===== config.mk =====
export PLATFORM = sky130hd
export DESIGN_NAME = memory_lcd_frame_serializer_flat
export DESIGN_NICKNAME = d
export VERILOG_FILES = /design/src/rtl/mlfs_pkg.sv /design/src/rtl/mlfs_in_if.sv /design/src/rtl/mlfs_out_if.sv /design/src/rtl/mlfs_frame_ctrl.sv /design/src/rtl/mlfs_out_queue.sv /design/src/rtl/memory_lcd_frame_serializer.sv /design/src/flat_wrapper.sv
export SDC_FILE = /design/constraint.sdc
export NUM_CORES = 1
export LEC_CHECK = 0
export BUFFER_PORTS_ARGS = -buffer_cell sky130_fd_sc_hd__buf_2
export CORE_MARGIN = 2
export CORE_UTILIZATION = 45
export CTS_CLUSTER_DIAMETER = 120
export DETAILED_ROUTE_END_ITERATION = 10
export PLACE_DENSITY_LB_ADDON = 0.25
export SKIP_LAST_GASP = 1
export SYNTH_ARGS = -nofsm -noshare
export SYNTH_HDL_FRONTEND = slang
export SYNTH_HIERARCHICAL = 1
export SYNTH_SLANG_ARGS = --single-unit

===== constraint.sdc =====
create_clock -name clk -period 6.7 [get_ports clk]
set_clock_uncertainty 0.05 [all_clocks]
set_input_delay 0.335 -clock clk [delete_from_list [all_inputs] [get_ports clk]]
set_output_delay 0.335 -clock clk [all_outputs]
set_load 0.01 [all_outputs]

===== src/rtl/mlfs_pkg.sv =====
package mlfs_pkg;

    localparam int MAX_RESULTS = 5;
    localparam int CNT_W       = 3;

    localparam logic [7:0] CMD_WRITE  = 8'h80;
    localparam logic [7:0] CMD_CLEAR  = 8'h04;
    localparam int         VCOM_SHIFT = 6;
    localparam logic [7:0] PAD_BYTE   = 8'h00;

    localparam logic [4:0] ROW_BYTES_RESET   = 5'd16;
    localparam logic [7:0] LINE_COUNT_RESET  = 8'd128;
    localparam logic       VCOM_BY_PIN_RESET = 1'b1;

    typedef enum logic [1:0] {
        REG_ROW_BYTES   = 2'd0,
        REG_LINE_COUNT  = 2'd1,
        REG_VCOM_BY_PIN = 2'd2
    } reg_index_t;

    typedef enum logic [1:0] {
        ACT_PIXEL  = 2'd0,
        ACT_CLEAR  = 2'd1,
        ACT_TOGGLE = 2'd2
    } action_t;

    typedef enum logic {
        KIND_SPI_BYTE = 1'b0,
        KIND_VCOM_PIN = 1'b1
    } kind_t;

    typedef struct packed {
        logic       kind;
        logic [7:0] out_byte;
        logic       select_start;
        logic       select_end;
        logic       vcom_level;
        logic       last;
    } result_t;

    // words caused by one accepted input word, entry 0 goes out first
    typedef struct packed {
        logic [CNT_W-1:0]             cnt;
        result_t [MAX_RESULTS-1:0]    ent;
    } plan_t;

    function automatic logic [7:0] bit_reverse(input logic [7:0] v);
        logic [7:0] r;
        for (int i = 0; i < 8; i++)
        begin
            r[i] = v[7-i];
        end
        return r;
    endfunction

endpackage


===== src/rtl/mlfs_in_if.sv =====
interface mlfs_in_if;
    logic       valid;
    logic       ready;
    logic [1:0] action;
    logic [7:0] pixel_byte;

    modport source (output valid, output action, output pixel_byte, input ready);
    modport sink   (input valid, input action, input pixel_byte, output ready);
endinterface


===== src/rtl/mlfs_out_if.sv =====
interface mlfs_out_if;
    logic       valid;
    logic       ready;
    logic       kind;
    logic [7:0] out_byte;
    logic       select_start;
    logic       select_end;
    logic       vcom_level;
    logic       last;

    modport source (output valid, output kind, output out_byte, output select_start,
                    output select_end, output vcom_level, output last, input ready);
    modport sink   (input valid, input kind, input out_byte, input select_start,
                    input select_end, input vcom_level, input last, output ready);
endinterface


===== src/rtl/mlfs_frame_ctrl.sv =====
module mlfs_frame_ctrl (
    input  logic              clk,
    input  logic              rst_n,
    input  logic              cfg_write_en,
    input  logic [1:0]        cfg_index,
    input  logic [7:0]        cfg_data,
    mlfs_in_if.sink           in_ch,
    input  logic              space_ok,
    output mlfs_pkg::plan_t   plan,
    output logic              plan_load
);

    logic [4:0] row_bytes_reg;
    logic [7:0] line_count_reg;
    logic       vcom_by_pin_reg;

    logic       vcom_reg,       vcom_next;
    logic [7:0] line_index_reg, line_index_next;
    logic [4:0] byte_index_reg, byte_index_next;

    logic accept;

    assign in_ch.ready = space_ok;
    assign accept      = in_ch.valid && space_ok;
    assign plan_load   = accept && (plan.cnt != '0);

    always_ff @(posedge clk or negedge rst_n)
    begin
        if (!rst_n)
        begin
            row_bytes_reg   <= mlfs_pkg::ROW_BYTES_RESET;
            line_count_reg  <= mlfs_pkg::LINE_COUNT_RESET;
            vcom_by_pin_reg <= mlfs_pkg::VCOM_BY_PIN_RESET;
        end
        else if (cfg_write_en)
        begin
            case (cfg_index)
                mlfs_pkg::REG_ROW_BYTES:   row_bytes_reg   <= cfg_data[4:0];
                mlfs_pkg::REG_LINE_COUNT:  line_count_reg  <= cfg_data;
                mlfs_pkg::REG_VCOM_BY_PIN: vcom_by_pin_reg <= cfg_data[0];
                default: ;
            endcase
        end
    end

    always_ff @(posedge clk or negedge rst_n)
    begin
        if (!rst_n)
        begin
            vcom_reg       <= 1'b0;
            line_index_reg <= '0;
            byte_index_reg <= '0;
        end
        else if (accept)
        begin
            vcom_reg       <= vcom_next;
            line_index_reg <= line_index_next;
            byte_index_reg <= byte_index_next;
        end
    end

    always_comb
    begin
        logic [4:0]                   rb;
        logic [7:0]                   lc;
        logic [7:0]                   li;
        logic [4:0]                   bi;
        logic [4:0]                   bi1;
        logic                         line_done;
        logic [7:0]                   vbyte;
        logic [mlfs_pkg::CNT_W-1:0]   n;
        mlfs_pkg::result_t            blank;

        rb = (row_bytes_reg == '0) ? 5'd1 : row_bytes_reg;
        lc = (line_count_reg == '0) ? 8'd1 : line_count_reg;

        vcom_next       = vcom_reg;
        line_index_next = line_index_reg;
        byte_index_next = byte_index_reg;

        li        = (line_index_reg == '0) ? 8'd1 : line_index_reg;
        bi        = (line_index_reg == '0) ? 5'd0 : byte_index_reg;
        bi1       = bi + 5'd1;
        line_done = (bi1 == '0) || (bi1 >= rb);

        blank      = '0;
        plan.ent   = '0;
        n          = '0;

        case (in_ch.action)
            mlfs_pkg::ACT_PIXEL:
            begin
                vbyte = 8'(vcom_reg) << mlfs_pkg::VCOM_SHIFT;
                if (line_index_reg == '0)
                begin
                    plan.ent[n]              = blank;
                    plan.ent[n].out_byte     = mlfs_pkg::CMD_WRITE | vbyte;
                    plan.ent[n].select_start = 1'b1;
                    n = n + 3'd1;
                end
                if (bi == '0)
                begin
                    plan.ent[n]          = blank;
                    plan.ent[n].out_byte = mlfs_pkg::bit_reverse(li);
                    n = n + 3'd1;
                end
                plan.ent[n]          = blank;
                plan.ent[n].out_byte = in_ch.pixel_byte;
                n = n + 3'd1;
                byte_index_next = bi1;
                line_index_next = li;
                if (line_done)
                begin
                    // trailing pad of the line
                    plan.ent[n]          = blank;
                    plan.ent[n].out_byte = mlfs_pkg::PAD_BYTE;
                    n = n + 3'd1;
                    byte_index_next = '0;
                    if (li >= lc)
                    begin
                        // frame trailer releases chip select
                        plan.ent[n]            = blank;
                        plan.ent[n].out_byte   = mlfs_pkg::PAD_BYTE;
                        plan.ent[n].select_end = 1'b1;
                        n = n + 3'd1;
                        line_index_next = '0;
                    end
                    else
                    begin
                        line_index_next = li + 8'd1;
                    end
                end
            end
            mlfs_pkg::ACT_CLEAR:
            begin
                vbyte = 8'(vcom_reg) << mlfs_pkg::VCOM_SHIFT;
                if (line_index_reg == '0)
                begin
                    plan.ent[0].out_byte     = mlfs_pkg::CMD_CLEAR | vbyte;
                    plan.ent[0].select_start = 1'b1;
                    plan.ent[1].out_byte     = mlfs_pkg::PAD_BYTE;
                    plan.ent[1].select_end   = 1'b1;
                    n = 3'd2;
                end
            end
            mlfs_pkg::ACT_TOGGLE:
            begin
                vbyte = {7'd0, ~vcom_reg} << mlfs_pkg::VCOM_SHIFT;
                if (line_index_reg == '0)
                begin
                    vcom_next = ~vcom_reg;
                    if (vcom_by_pin_reg)
                    begin
                        plan.ent[0].kind = mlfs_pkg::KIND_VCOM_PIN;
                        n = 3'd1;
                    end
                    else
                    begin
                        plan.ent[0].out_byte     = vbyte;
                        plan.ent[0].select_start = 1'b1;
                        plan.ent[1].out_byte     = mlfs_pkg::PAD_BYTE;
                        plan.ent[1].select_end   = 1'b1;
                        n = 3'd2;
                    end
                end
            end
            default:
            begin
                vbyte = '0;
            end
        endcase

        for (int i = 0; i < mlfs_pkg::MAX_RESULTS; i++)
        begin
            plan.ent[i].vcom_level = vcom_next;
            plan.ent[i].last       = (n != '0) && (3'(i + 1) == n);
        end
        plan.cnt = n;
    end

endmodule


===== src/rtl/mlfs_out_queue.sv =====
module mlfs_out_queue (
    input  logic              clk,
    input  logic              rst_n,
    input  mlfs_pkg::plan_t   plan,
    input  logic              plan_load,
    output logic              space_ok,
    mlfs_out_if.source        out_ch
);

    mlfs_pkg::result_t [mlfs_pkg::MAX_RESULTS-1:0] ent_reg, ent_next;
    logic [mlfs_pkg::CNT_W-1:0] cnt_reg, cnt_next;
    logic pop;

    assign pop      = out_ch.valid && out_ch.ready;
    assign space_ok = (cnt_reg == '0) || ((cnt_reg == 3'd1) && out_ch.ready);

    assign out_ch.valid        = (cnt_reg != '0);
    assign out_ch.kind         = ent_reg[0].kind;
    assign out_ch.out_byte     = ent_reg[0].out_byte;
    assign out_ch.select_start = ent_reg[0].select_start;
    assign out_ch.select_end   = ent_reg[0].select_end;
    assign out_ch.vcom_level   = ent_reg[0].vcom_level;
    assign out_ch.last         = ent_reg[0].last;

    always_comb
    begin
        ent_next = ent_reg;
        cnt_next = cnt_reg;
        if (plan_load)
        begin
            ent_next = plan.ent;
            cnt_next = plan.cnt;
        end
        else if (pop)
        begin
            for (int i = 0; i < mlfs_pkg::MAX_RESULTS - 1; i++)
            begin
                ent_next[i] = ent_reg[i+1];
            end
            ent_next[mlfs_pkg::MAX_RESULTS-1] = '0;
            cnt_next = cnt_reg - 3'd1;
        end
    end

    always_ff @(posedge clk or negedge rst_n)
    begin
        if (!rst_n)
        begin
            cnt_reg <= '0;
        end
        else
        begin
            cnt_reg <= cnt_next;
        end
    end

    always_ff @(posedge clk)
    begin
        ent_reg <= ent_next;
    end

`ifndef SYNTH
    a_load_when_drained: assert property (@(posedge clk) disable iff (!rst_n)
        plan_load |-> (cnt_reg == '0) || ((cnt_reg == 3'd1) && pop))
        else $error("queue reloaded while words still pending");

    a_pop_counts_down: assert property (@(posedge clk) disable iff (!rst_n)
        (pop && !plan_load) |=> (cnt_reg == $past(cnt_reg) - 3'd1))
        else $error("pending count did not drop after a pop");

    a_last_is_final: assert property (@(posedge clk) disable iff (!rst_n)
        (out_ch.valid && out_ch.last) |-> (cnt_reg == 3'd1))
        else $error("last word shown with more words behind it");
`endif

endmodule


===== src/rtl/memory_lcd_frame_serializer.sv =====
// memory LCD frame serializer: takes input words (pixel byte, clear, toggle vcom) and
// emits the SPI word stream of a memory LCD, one output word per cycle while out_ch
// is ready, with chip select start/end marks and vcom pin events. each input word is
// decoded combinationally into up to five output words held in a small output queue;
// the queue drains one word per cycle while out_ch is ready and takes the next input
// word in the same cycle its final word is taken. a pixel byte in the middle of a line
// thus passes at one word per cycle when not stalled; a word that opens a frame or a
// line, closes a line or closes a frame adds one output word for each such event
// (command, line address, line pad, frame pad) that must drain first. clear and toggle
// are ignored while a frame is open, as are undefined action codes. zero row byte or
// line count acts as one. registers are written through cfg_write_en/cfg_index/
// cfg_data only while the block is idle, a rule for the user not enforced by the block.
module memory_lcd_frame_serializer (
    input  logic        clk,
    input  logic        rst_n,
    input  logic        cfg_write_en,
    input  logic [1:0]  cfg_index,
    input  logic [7:0]  cfg_data,
    mlfs_in_if.sink     in_ch,
    mlfs_out_if.source  out_ch
);

    // decoded words of the accepted input word
    mlfs_pkg::plan_t plan;
    logic            plan_load;
    // queue can take a new word this cycle
    logic            space_ok;

    // frame position, vcom bit and config registers, decode into a word plan
    mlfs_frame_ctrl u_frame_ctrl (
        .clk          (clk),
        .rst_n        (rst_n),
        .cfg_write_en (cfg_write_en),
        .cfg_index    (cfg_index),
        .cfg_data     (cfg_data),
        .in_ch        (in_ch),
        .space_ok     (space_ok),
        .plan         (plan),
        .plan_load    (plan_load)
    );

    // result register bank, shifts one word out per cycle while out_ch is ready
    mlfs_out_queue u_out_queue (
        .clk       (clk),
        .rst_n     (rst_n),
        .plan      (plan),
        .plan_load (plan_load),
        .space_ok  (space_ok),
        .out_ch    (out_ch)
    );

endmodule

===== src/flat_wrapper.sv =====
// flat-port wrapper written by rule: the top's interface ports become plain ports
module memory_lcd_frame_serializer_flat 
  (clk, rst_n, cfg_write_en, cfg_index, cfg_data, in_ch_valid, in_ch_action, in_ch_pixel_byte, in_ch_ready, out_ch_valid, out_ch_kind, out_ch_out_byte, out_ch_select_start, out_ch_select_end, out_ch_vcom_level, out_ch_last, out_ch_ready);
  mlfs_in_if in_ch_i ();
  mlfs_out_if out_ch_i ();
  input  logic clk;
  input  logic rst_n;
  input  logic cfg_write_en;
  input  logic [1:0] cfg_index;
  input  logic [7:0] cfg_data;
  input wire logic [$bits(in_ch_i.valid)-1:0] in_ch_valid;
  input wire logic [$bits(in_ch_i.action)-1:0] in_ch_action;
  input wire logic [$bits(in_ch_i.pixel_byte)-1:0] in_ch_pixel_byte;
  output wire logic [$bits(in_ch_i.ready)-1:0] in_ch_ready;
  output wire logic [$bits(out_ch_i.valid)-1:0] out_ch_valid;
  output wire logic [$bits(out_ch_i.kind)-1:0] out_ch_kind;
  output wire logic [$bits(out_ch_i.out_byte)-1:0] out_ch_out_byte;
  output wire logic [$bits(out_ch_i.select_start)-1:0] out_ch_select_start;
  output wire logic [$bits(out_ch_i.select_end)-1:0] out_ch_select_end;
  output wire logic [$bits(out_ch_i.vcom_level)-1:0] out_ch_vcom_level;
  output wire logic [$bits(out_ch_i.last)-1:0] out_ch_last;
  input wire logic [$bits(out_ch_i.ready)-1:0] out_ch_ready;
  assign in_ch_i.valid = in_ch_valid;
  assign in_ch_i.action = in_ch_action;
  assign in_ch_i.pixel_byte = in_ch_pixel_byte;
  assign in_ch_ready = in_ch_i.ready;
  assign out_ch_valid = out_ch_i.valid;
  assign out_ch_kind = out_ch_i.kind;
  assign out_ch_out_byte = out_ch_i.out_byte;
  assign out_ch_select_start = out_ch_i.select_start;
  assign out_ch_select_end = out_ch_i.select_end;
  assign out_ch_vcom_level = out_ch_i.vcom_level;
  assign out_ch_last = out_ch_i.last;
  assign out_ch_i.ready = out_ch_ready;
  memory_lcd_frame_serializer u_core (.clk(clk), .rst_n(rst_n), .cfg_write_en(cfg_write_en), .cfg_index(cfg_index), .cfg_data(cfg_data), .in_ch(in_ch_i), .out_ch(out_ch_i));
endmodule

== Word level (Yosys, flattened, before mapping) ==
Index checks and enable logic that the tools add are counted.

* Register bits after elaboration: 96
* Bits of input ports: 25
* Output and inout port bits: 15
* Word-level logic and storage cells: 169

* Add/sub/neg operators: 7
* Magnitude comparators: 10
* Eq/ne operators: 10
* Multiplexer cells: 66
* Bitwise gates (word level): 9
* Reductions and logical operators: 30

{| class="wikitable"
|+ Operators with widths
! operator !! count
|-
| $mux W65 || 6
|-
| $demux W13 S3 || 9
|-
| $bwmux W65 || 5
|-
| $not A65 Y65 || 4
|-
| $and A65 B65 Y65 || 3
|-
| $and A13 B65 Y65 || 1
|-
| $mux W13 || 5
|-
| $mux W12 || 5
|-
| $mux W8 || 7
|-
| $mux W40 || 1
|-
| $mux W3 || 10
|-
| $pmux W9 S3 || 1
|-
| $logic_not A8 Y1 || 2
|-
| $lt A3 B4 Y1 const B || 4
|-
| $logic_not A5 Y1 || 3
|-
| $mux W5 || 3
|-
| $logic_and A1 B1 Y1 || 13
|-
| $add A3 B1 Y3 const B || 4
|-
| $ge A3 B1 Y1 const B || 4
|-
| $mux W10 || 1
|-
| $pmux W3 S3 || 1
|-
| $add A8 B1 Y8 const B || 1
|-
| $ge A8 B8 Y1 || 1
|-
| $mux W1 || 8
|-
| other kinds (19) || 30
|}

== Logic depth before layout (Yosys ltp) ==
Gate-level depths: netlist of run 1.

* Depth after elaboration: 23
* Mapped depth: 20

== Hierarchy ==
Netlist of run 1, hierarchy kept.

{| class="wikitable"
|+ Modules (own cells, without submodules)
! module !! times used !! cells each !! area an instance (sq um) !! sequential area each (sq um)
|-
| mlfs_out_queue || 1 || 173 || 3,225.6 || 2,026.9
|-
| mlfs_frame_ctrl || 1 || 348 || 2,668.8 || 704.4
|}

== Worst setup path after synthesis of run 1 ==
No wires, ideal clock.

* Path kind: reg2reg
* From: reg u_core.u_frame_ctrl.line_index_reg[6]
* To: reg u_core/u_out_queue/ent_reg[13] (netlist bit), enable pin
* Setup time: 0.422 ns
* Arrival: 5.283 ns
* Data required time: 6.228 ns
* Setup slack: 0.946 ns
* Cell stages (with the launch flop): 17
* Buffers on the path: 4
* Clock period less this slack: 5.754 ns
* Path through: dfrtp_1 -> or4_1 -> or2_1 -> buf_6 -> inv_1 -> buf_2 -> nor2_1 -> ha_1 -> nand2b_1 -> a2111o_1 -> a311oi_1 -> clkbuf_1 -> nor3_1 -> o21a_1 -> o21ai_0 -> clkbuf_2 -> a21o_1

* Cells in the longest elaborated chain, start to end: 15
* Elaborated cells between the ends (all ways): 25
* Those cells by class: add/sub (5); order compare (2); mux (11); reduce/logical (7)

{| class="wikitable"
|+ RTL lines
! item !! line !! RTL
|-
| start: declaration || mlfs_frame_ctrl.sv:18 || <nowiki>logic [7:0] line_index_reg, line_index_next;</nowiki>
|-
| start signal: assignment || mlfs_frame_ctrl.sv:57 || <nowiki>line_index_reg <= line_index_next;</nowiki>
|-
| $logic_not A8 Y1 || n/a ||
|-
| $mux W1 || mlfs_frame_ctrl.sv:94 || <nowiki>if (line_index_reg == '0)</nowiki>
|-
| $mux W3 || mlfs_frame_ctrl.sv:90 || <nowiki>case (in_ch.action)</nowiki>
|-
| $add A3 B1 Y3 || mlfs_frame_ctrl.sv:105 || <nowiki>n = n + 3'd1;</nowiki>
|-
| $mux W3 || mlfs_frame_ctrl.sv:101 || <nowiki>if (bi == '0)</nowiki>
|-
| $mux W3 || mlfs_frame_ctrl.sv:90 ||
|-
| $add A3 B1 Y3 || mlfs_frame_ctrl.sv:109 || <nowiki>n = n + 3'd1;</nowiki>
|-
| $add A3 B1 Y3 || mlfs_frame_ctrl.sv:117 || <nowiki>n = n + 3'd1;</nowiki>
|-
| $add A3 B1 Y3 || mlfs_frame_ctrl.sv:125 || <nowiki>n = n + 3'd1;</nowiki>
|-
| $mux W3 || mlfs_frame_ctrl.sv:119 || <nowiki>if (li >= lc)</nowiki>
|-
| $mux W3 || mlfs_frame_ctrl.sv:112 || <nowiki>if (line_done)</nowiki>
|-
| $pmux W3 S3 (*) || mlfs_frame_ctrl.sv:90 ||
|-
| $reduce_bool A3 Y1 (*) || mlfs_frame_ctrl.sv:25 || <nowiki>assign plan_load = accept && (plan.cnt != '0);</nowiki>
|-
| $logic_and A1 B1 Y1 (*) || mlfs_frame_ctrl.sv:25 ||
|-
| net u_core.plan_load || memory_lcd_frame_serializer.sv:25 || <nowiki>logic plan_load;</nowiki>
|-
| $reduce_bool A2 Y1 (no source line) (*) || n/a ||
|-
| end signal: assignment || mlfs_out_queue.sv:59 || <nowiki>ent_reg <= ent_next;</nowiki>
|-
| end: declaration || mlfs_out_queue.sv:10 || <nowiki>mlfs_pkg::result_t [mlfs_pkg::MAX_RESULTS-1:0] ent_reg, ent_next;</nowiki>
|}

The timed path passes the listed nets; every way through them passes the cells marked *. The select of a mux whose other input is x is not followed.
A chain may end at the register's enable or synchronous reset.

==> results of run 1 <==
-- cells in the mapped netlist, types with 3 or more instances --
cell type	count
nand2_1	46
and4_1	4
nor2_1	45
mux2_2	14
mux2_4	49
and2_2	7
o21a_1	5
clkbuf_1	17
buf_12	5
and2_1	12
buf_6	3
nand4_1	5
inv_1	20
nand3b_1	8
a21oi_1	10
mux2i_1	3
nor3_1	7
ha_1	23
o21ai_0	25
nor4_1	3
dfstp_2	3
dfrtp_1	28
o31ai_1	6
nand3_1	21
nor2b_1	6
edfxtp_1	65
and3_1	3
buf_2	4
buf_4	30
nand2b_1	3
-- power breakdown --
part	switching [mW]	internal [mW]
logic	0.663	0.551
registers	0.0872	0.987
clock network	0.228	0.255
total	0.978	1.79
-- cells by family (layout without fill, tap and decap cells) --
group,after synthesis,count (layout)
multiplexers,66,66
AO/OA/AOI/OAI,70,70
other,1,16
XOR/XNOR,3,3
flip-flops,96,96
AND/OR/NAND/NOR,180,180
adder cells (fa/ha/maj),23,23
buffers and inverters,82,81
-- path summary, 6_finish.rpt --
path | start | to | slack, ns
worst max-delay path | u_core/u_frame_ctrl/line_index_reg[6] | u_core/u_out_queue/ent_reg[46] | 1.38
min in group clk | cfg_data[2] | u_core/u_frame_ctrl/row_bytes_reg[2] | 0.18
worst max register to register | u_core/u_frame_ctrl/line_index_reg[6] | u_core/u_out_queue/ent_reg[46] | 1.38
max in group asynchronous | rst_n | u_core/u_frame_ctrl/line_index_reg[5] | 6.13
worst min register to register | u_core/u_frame_ctrl/line_count_reg[3] | u_core/u_frame_ctrl/line_count_reg[3] | 0.46
worst min-delay path | rst_n | u_core/u_out_queue/cnt_reg[1] | 0.002
-- per-layer routing --
layer / wire length [um] / share of wire [%] / track usage (%) / vias to the layer above
met4: 219 / 2.0 / 7.96 / 0
met1: 5100 / 47 / 21.4 / 1804
li1: - / - / - / 1832
met2: 5150 / 47 / 26.3 / 76
met5: 0 / 0 / 0 / -
met3: 440 / 4.0 / 2.65 / 13
-- per-stage QoR --
stage | instance area [um^2] | hold WS [ns] | setup slack [ns] | total power [mW] | std cells
global route | 6230 | 0.0721 | 1.02 | 2.96 | 707
CTS | 6230 | 0.0268 | 1.34 | 2.80 | 707
global placement | 5960 | 0.395 | 1.48 | 2.28 | 691
detailed placement | 5960 | 0.400 | 1.37 | 2.31 | 691
finish | 6230 | 0.00242 | 1.38 | 2.77 | 707
floorplan | 5950 | -0.0106 | 0.946 | 2.16 | 536
-- cell type report --
class | instances | area (um^2) | area share (%)
clock buffers | 10 | 229 | 3.68
well taps | 172 | 215 | 3.46
inverters | 21 | 78.8 | 1.27
multi-input cells | 358 | 2700 | 43.3
repair buffers | 44 | 233 | 3.74
flip-flops and latches | 96 | 2730 | 43.9
clock inverters | 6 | 42.5 | 0.683
-- critical path: cells and delay by family, from the launching register on --
kind | cells | cell delay (ns)
mux | 1 | 0.41
simple gates | 4 | 1.16
buf+inv | 2 | 1.16
fa+ha+maj | 1 | 0.29
flops | 1 | 0.44
compound gates | 5 | 1.52
==> results.ini, run 1 <==
[run_status]
outcome=completed

[drt]
drtIter0Drc=362
avgRoutedWirePerCell_um=15.4
wl_um=10900
post-route-drc-count=0
postRouteAntennaNets=0
routed_via_density=5.27
num_vias=3725
dr.pass1.iters=4

[clock_tree]
cts_tree=done
root_buffer=clkbuf_16
clock-sinks=96
post_cts_buffers=0
clk_latency_ns=0.34
path_clk_slew_ns=0.07
cts_max_level=3
cts_made_buffers=9
clockBufferDepth=2
cts_resized=0
hold_buffers=0

[pwr]
irDropWorstVdd_mv=0.199
power_leakage_nw=2.60
power_density_nw_per_um2=445

[yosys]
synth_xor_area_share_pct=0.446
syn_area_per_cell_um2=11.3
synth_top_area_share_pct=33.1
synth_edf_count=65
netlist_top_cells_area=edfxtp_1 (33%), mux2_4 (12%), dfrtp_1 (12%)
yosys.area.top_type=edfxtp_1
ys_warn_count=6
yosys_register_bits=96
synth.distinct_cells=61
synth-compound-area-share_pct=8.15
synthAdderAreaFrac_pct=4.88
syn_area_um2=5890
synth_ff_type=edfxtp_1
async_reset_ff_share_pct=32.3
synth-seq-area-share_pct=46.3
yosys.area_share.simple_pct=15.4
synth_mux_area_share_pct=15.7
synth_top_family_by_area=multiplexers
netlist_instances=521

[critical_path]
crit_arrival_ns=5.37
critPathMaxStageDelay_ns=0.81
critPathKind=reg2reg
crit_path_cell_trace=or4_1 > or2_1 > inv_1 > nor2_1 > ha_1 > o21ai_0 > o21ai_0 > a221o_1 > nor2_1 > o21a_1 > o21ai_4 > buf_4 > mux2_2
crit_fanout=73
reg2reg_depth=13
crit_slowest_cell=buf_4
critPathCaptureType=flop
start_kind=flop
cp.required_ns=6.75

[floorplanning]
initial_core_util_pct=46.3
io-pin-count=40
core_um2=12700
dieHeight_um=118
die_w_um=118
rows=41
die-area_um2=14000

[grt]
grt_pass1_vias=3648
grt_pass1_wl_um=18100
grt_overflow_total=0
antenna_found_initial=0
grt_max_degree=74
grt_usage_pct=16.3

[layout]
nets=578
fill_cells=1192
area_delta_synth_final_pct=5.65
insertedDiodeCount=0
final_util_pct=48.9
largest_register_ffs=52
drive_above_1_share_pct=26.2
layout_common_cells=edfxtp_1 (65), mux2_4 (49), nand2_1 (46)
final_common_cell=edfxtp_1

[sta]
clock.fmax_mhz=188
finalSetupViolations=0
slew_violations=0
fin_crit_sh_pct=79.4
tightest_slew_ns=1.05
hold_violations=0
fin_crit_ns=5.32
relSlewSlack_pct=30.1
fin_tns_setup_ns=0
rsz0062_at_grt=false

[placed_design]
port-buffer-count=39
place.gp.congestion=0.801
dp_hpwl_um=7730

[hold_path]
hp-class=in2async

[run]
drv_cap=0

No activity file was read; power rests on OpenSTA's default activity.
==> inputs of run 2 (changes only) <==
clock period = 4.61 ns   (was 6.7 ns; I/O delays follow)
==> results.ini, run 2 (synthesis results as in run 1) <==
[grt]
antenna_found_initial=0  ; unchanged
grt_pass1_wl_um=19400  ; +6.7%
grt_overflow_total=0  ; unchanged
grt_usage_pct=17.4  ; +1.1 points
grt_pass1_vias=3839  ; +5.2%
grt_max_degree=45  ; -39%

[sta]
fin_tns_setup_ns=0  ; unchanged
fin_crit_sh_pct=94.7  ; +15 points
finalSetupViolations=0  ; unchanged
clock.fmax_mhz=229  ; +22%
hold_slack_ns=0.0569  ; +0.0545 ns
rsz0062_at_grt=false
slew_violations=0  ; unchanged
hold_violations=0  ; unchanged
relSlewSlack_pct=37.3  ; +7.2 points
tightest_slew_ns=0.926  ; -0.123 ns
fin_crit_ns=4.37  ; -0.951 ns

[layout]
insertedDiodeCount=0  ; unchanged
area_delta_synth_final_pct=9.57
final_util_pct=50.8  ; +1.8 points
drive_above_1_share_pct=28.8  ; +2.6 points
nets=596  ; +3.1%
final_common_cell=edfxtp_1
layout_common_cells=edfxtp_1 (65), mux2_4 (49), nand2_1 (46)
largest_register_ffs=52  ; unchanged

[floorplanning]
rows=41  ; unchanged
die-area_um2=14000  ; unchanged
dieHeight_um=118  ; unchanged
die_w_um=118  ; unchanged
initial_core_util_pct=46.3  ; unchanged
core_um2=12700  ; unchanged
io-pin-count=40  ; unchanged

[critical_path]
crit_arrival_ns=4.35  ; -1.02 ns
critPathMaxStageDelay_ns=0.53  ; -0.28 ns
rr_endpoint=u_core/u_out_queue/ent_reg[47]
start_kind=flop
r2r_slack_ns=0.24  ; -1.14 ns
crit_fanout=19  ; -74%
critPathKind=reg2reg
crit_path_cell_trace=or4_1 > or2_1 > nand2_1 > ha_1 > ha_1 > o21ai_0 > o21ai_0 > a221o_1 > nor2_1 > o21a_1 > o21ai_4 > buf_4 > a21o_4 > buf_4
critPathCaptureType=flop
cp.required_ns=4.59  ; -2.16 ns
reg2reg_depth=14  ; +1
r2r-start=u_core/u_frame_ctrl/line_index_reg[6]
crit_slowest_cell=or4_1

[pwr]
p_total_mw=4.28  ; +54%
power_density_nw_per_um2=662  ; +49%
irDropWorstVdd_mv=0.262  ; +32%
power_leakage_nw=2.72  ; +4.6%

[clock_tree]
path_clk_slew_ns=0.07  ; about the same
clockBufferDepth=2  ; unchanged
cts_tree=done
clock-sinks=96  ; unchanged
cts_made_buffers=9  ; unchanged
cts_resized=0  ; unchanged
clk_latency_ns=0.34  ; about the same
root_buffer=clkbuf_16
cts_max_level=3  ; unchanged

[run_status]
outcome=completed

[drt]
drtIter0Drc=316  ; -13%
post-route-drc-count=0  ; unchanged
dr.pass1.iters=7  ; +3
num_vias=3786  ; +1.6%
avgRoutedWirePerCell_um=15.7  ; +1.8%
wl_um=11400  ; +4.4%
routed_via_density=5.22  ; -0.89%
postRouteAntennaNets=0  ; unchanged

[placed_design]
place.gp.congestion=0.875  ; +9.2%
port-buffer-count=39  ; unchanged
dp_hpwl_um=8430  ; +9.1%

[hold_path]
holdPathEnd=u_core/u_frame_ctrl/row_bytes_reg[4]
hold_start=cfg_data[4]
holdPathStages=3
hp-class=in2reg

[run]
drv_cap=0  ; unchanged

-- run 2: worst max-delay path by stage --
stage | endpoint | cells after the start | start
after global routing | u_core/u_out_queue/ent_reg[47] | 14 | u_core/u_frame_ctrl/line_index_reg[6]
after global placement | u_core/u_out_queue/ent_reg[35] | 14 | u_core/u_frame_ctrl/line_index_reg[6]
after CTS | u_core/u_out_queue/ent_reg[47] | 14 | u_core/u_frame_ctrl/line_index_reg[6]
final | u_core/u_out_queue/ent_reg[47] | 14 | u_core/u_frame_ctrl/line_index_reg[6]
after floorplan | u_core/u_out_queue/ent_reg[13] | 16 | u_core/u_frame_ctrl/line_index_reg[6]
after detailed placement | u_core/u_out_queue/ent_reg[43] | 14 | u_core/u_frame_ctrl/line_index_reg[6]
-- run 2: power by group --
group | total, mW | internal [mW] | switching [mW]
clock network | 0.816 | 0.483 | 0.333
registers | 1.56 | 1.43 | 0.121
logic | 1.91 | 0.886 | 1.02
-- run 2: layer usage --
metal  up-vias  global-route usage (%)  wire length (um)
met5         -                       0                 0
met4         0                    6.47               221
met1      1808                    23.8              5300
met2        95                    27.2              5280
met3        16                    3.81               586
li1       1867                       -                 -
-- run 2: worst max-delay path, delay by kind of cell (launching register included) --
| family | cells | cell delay, ns |
|---|---|---|
| compound gates | 6 | 1.53 |
| buf+inv | 2 | 0.47 |
| fa+ha+maj | 2 | 0.53 |
| simple gates | 4 | 1.03 |
| flops | 1 | 0.43 |
-- run 2: cell type report --
class | count | area (um^2)
Clock buffer | 9 | 225
Clock inverter | 7 | 103
Fill cell | 1172 | 6260
Inverter | 21 | 78.8
Multi-Input combinational cell | 358 | 2710
Sequential cell | 96 | 2730
Tap cell | 172 | 215
Timing Repair Buffer | 62 | 395
-- run 2: stage by stage --
| stage | instance area [um^2] | setup WS, ns | cells |
|---|---|---|---|
| after floorplan | 5970 | 0.0623 | 536 |
| after CTS | 6450 | 0.236 | 724 |
| after detailed placement | 6110 | 0.264 | 707 |
| final | 6460 | 0.243 | 725 |
| after global routing | 6460 | 0.0382 | 725 |
| after global placement | 6110 | 0.338 | 707 |
-- run 2: repair_timing --
| item | in CTS | in global routing |
|---|---|---|
| setup endpoints to repair | 0 | 49 |
| setup buffers | 0 | 1 |
| hold endpoints to repair | 28 | 0 |
| hold buffers | 1 | 0 |
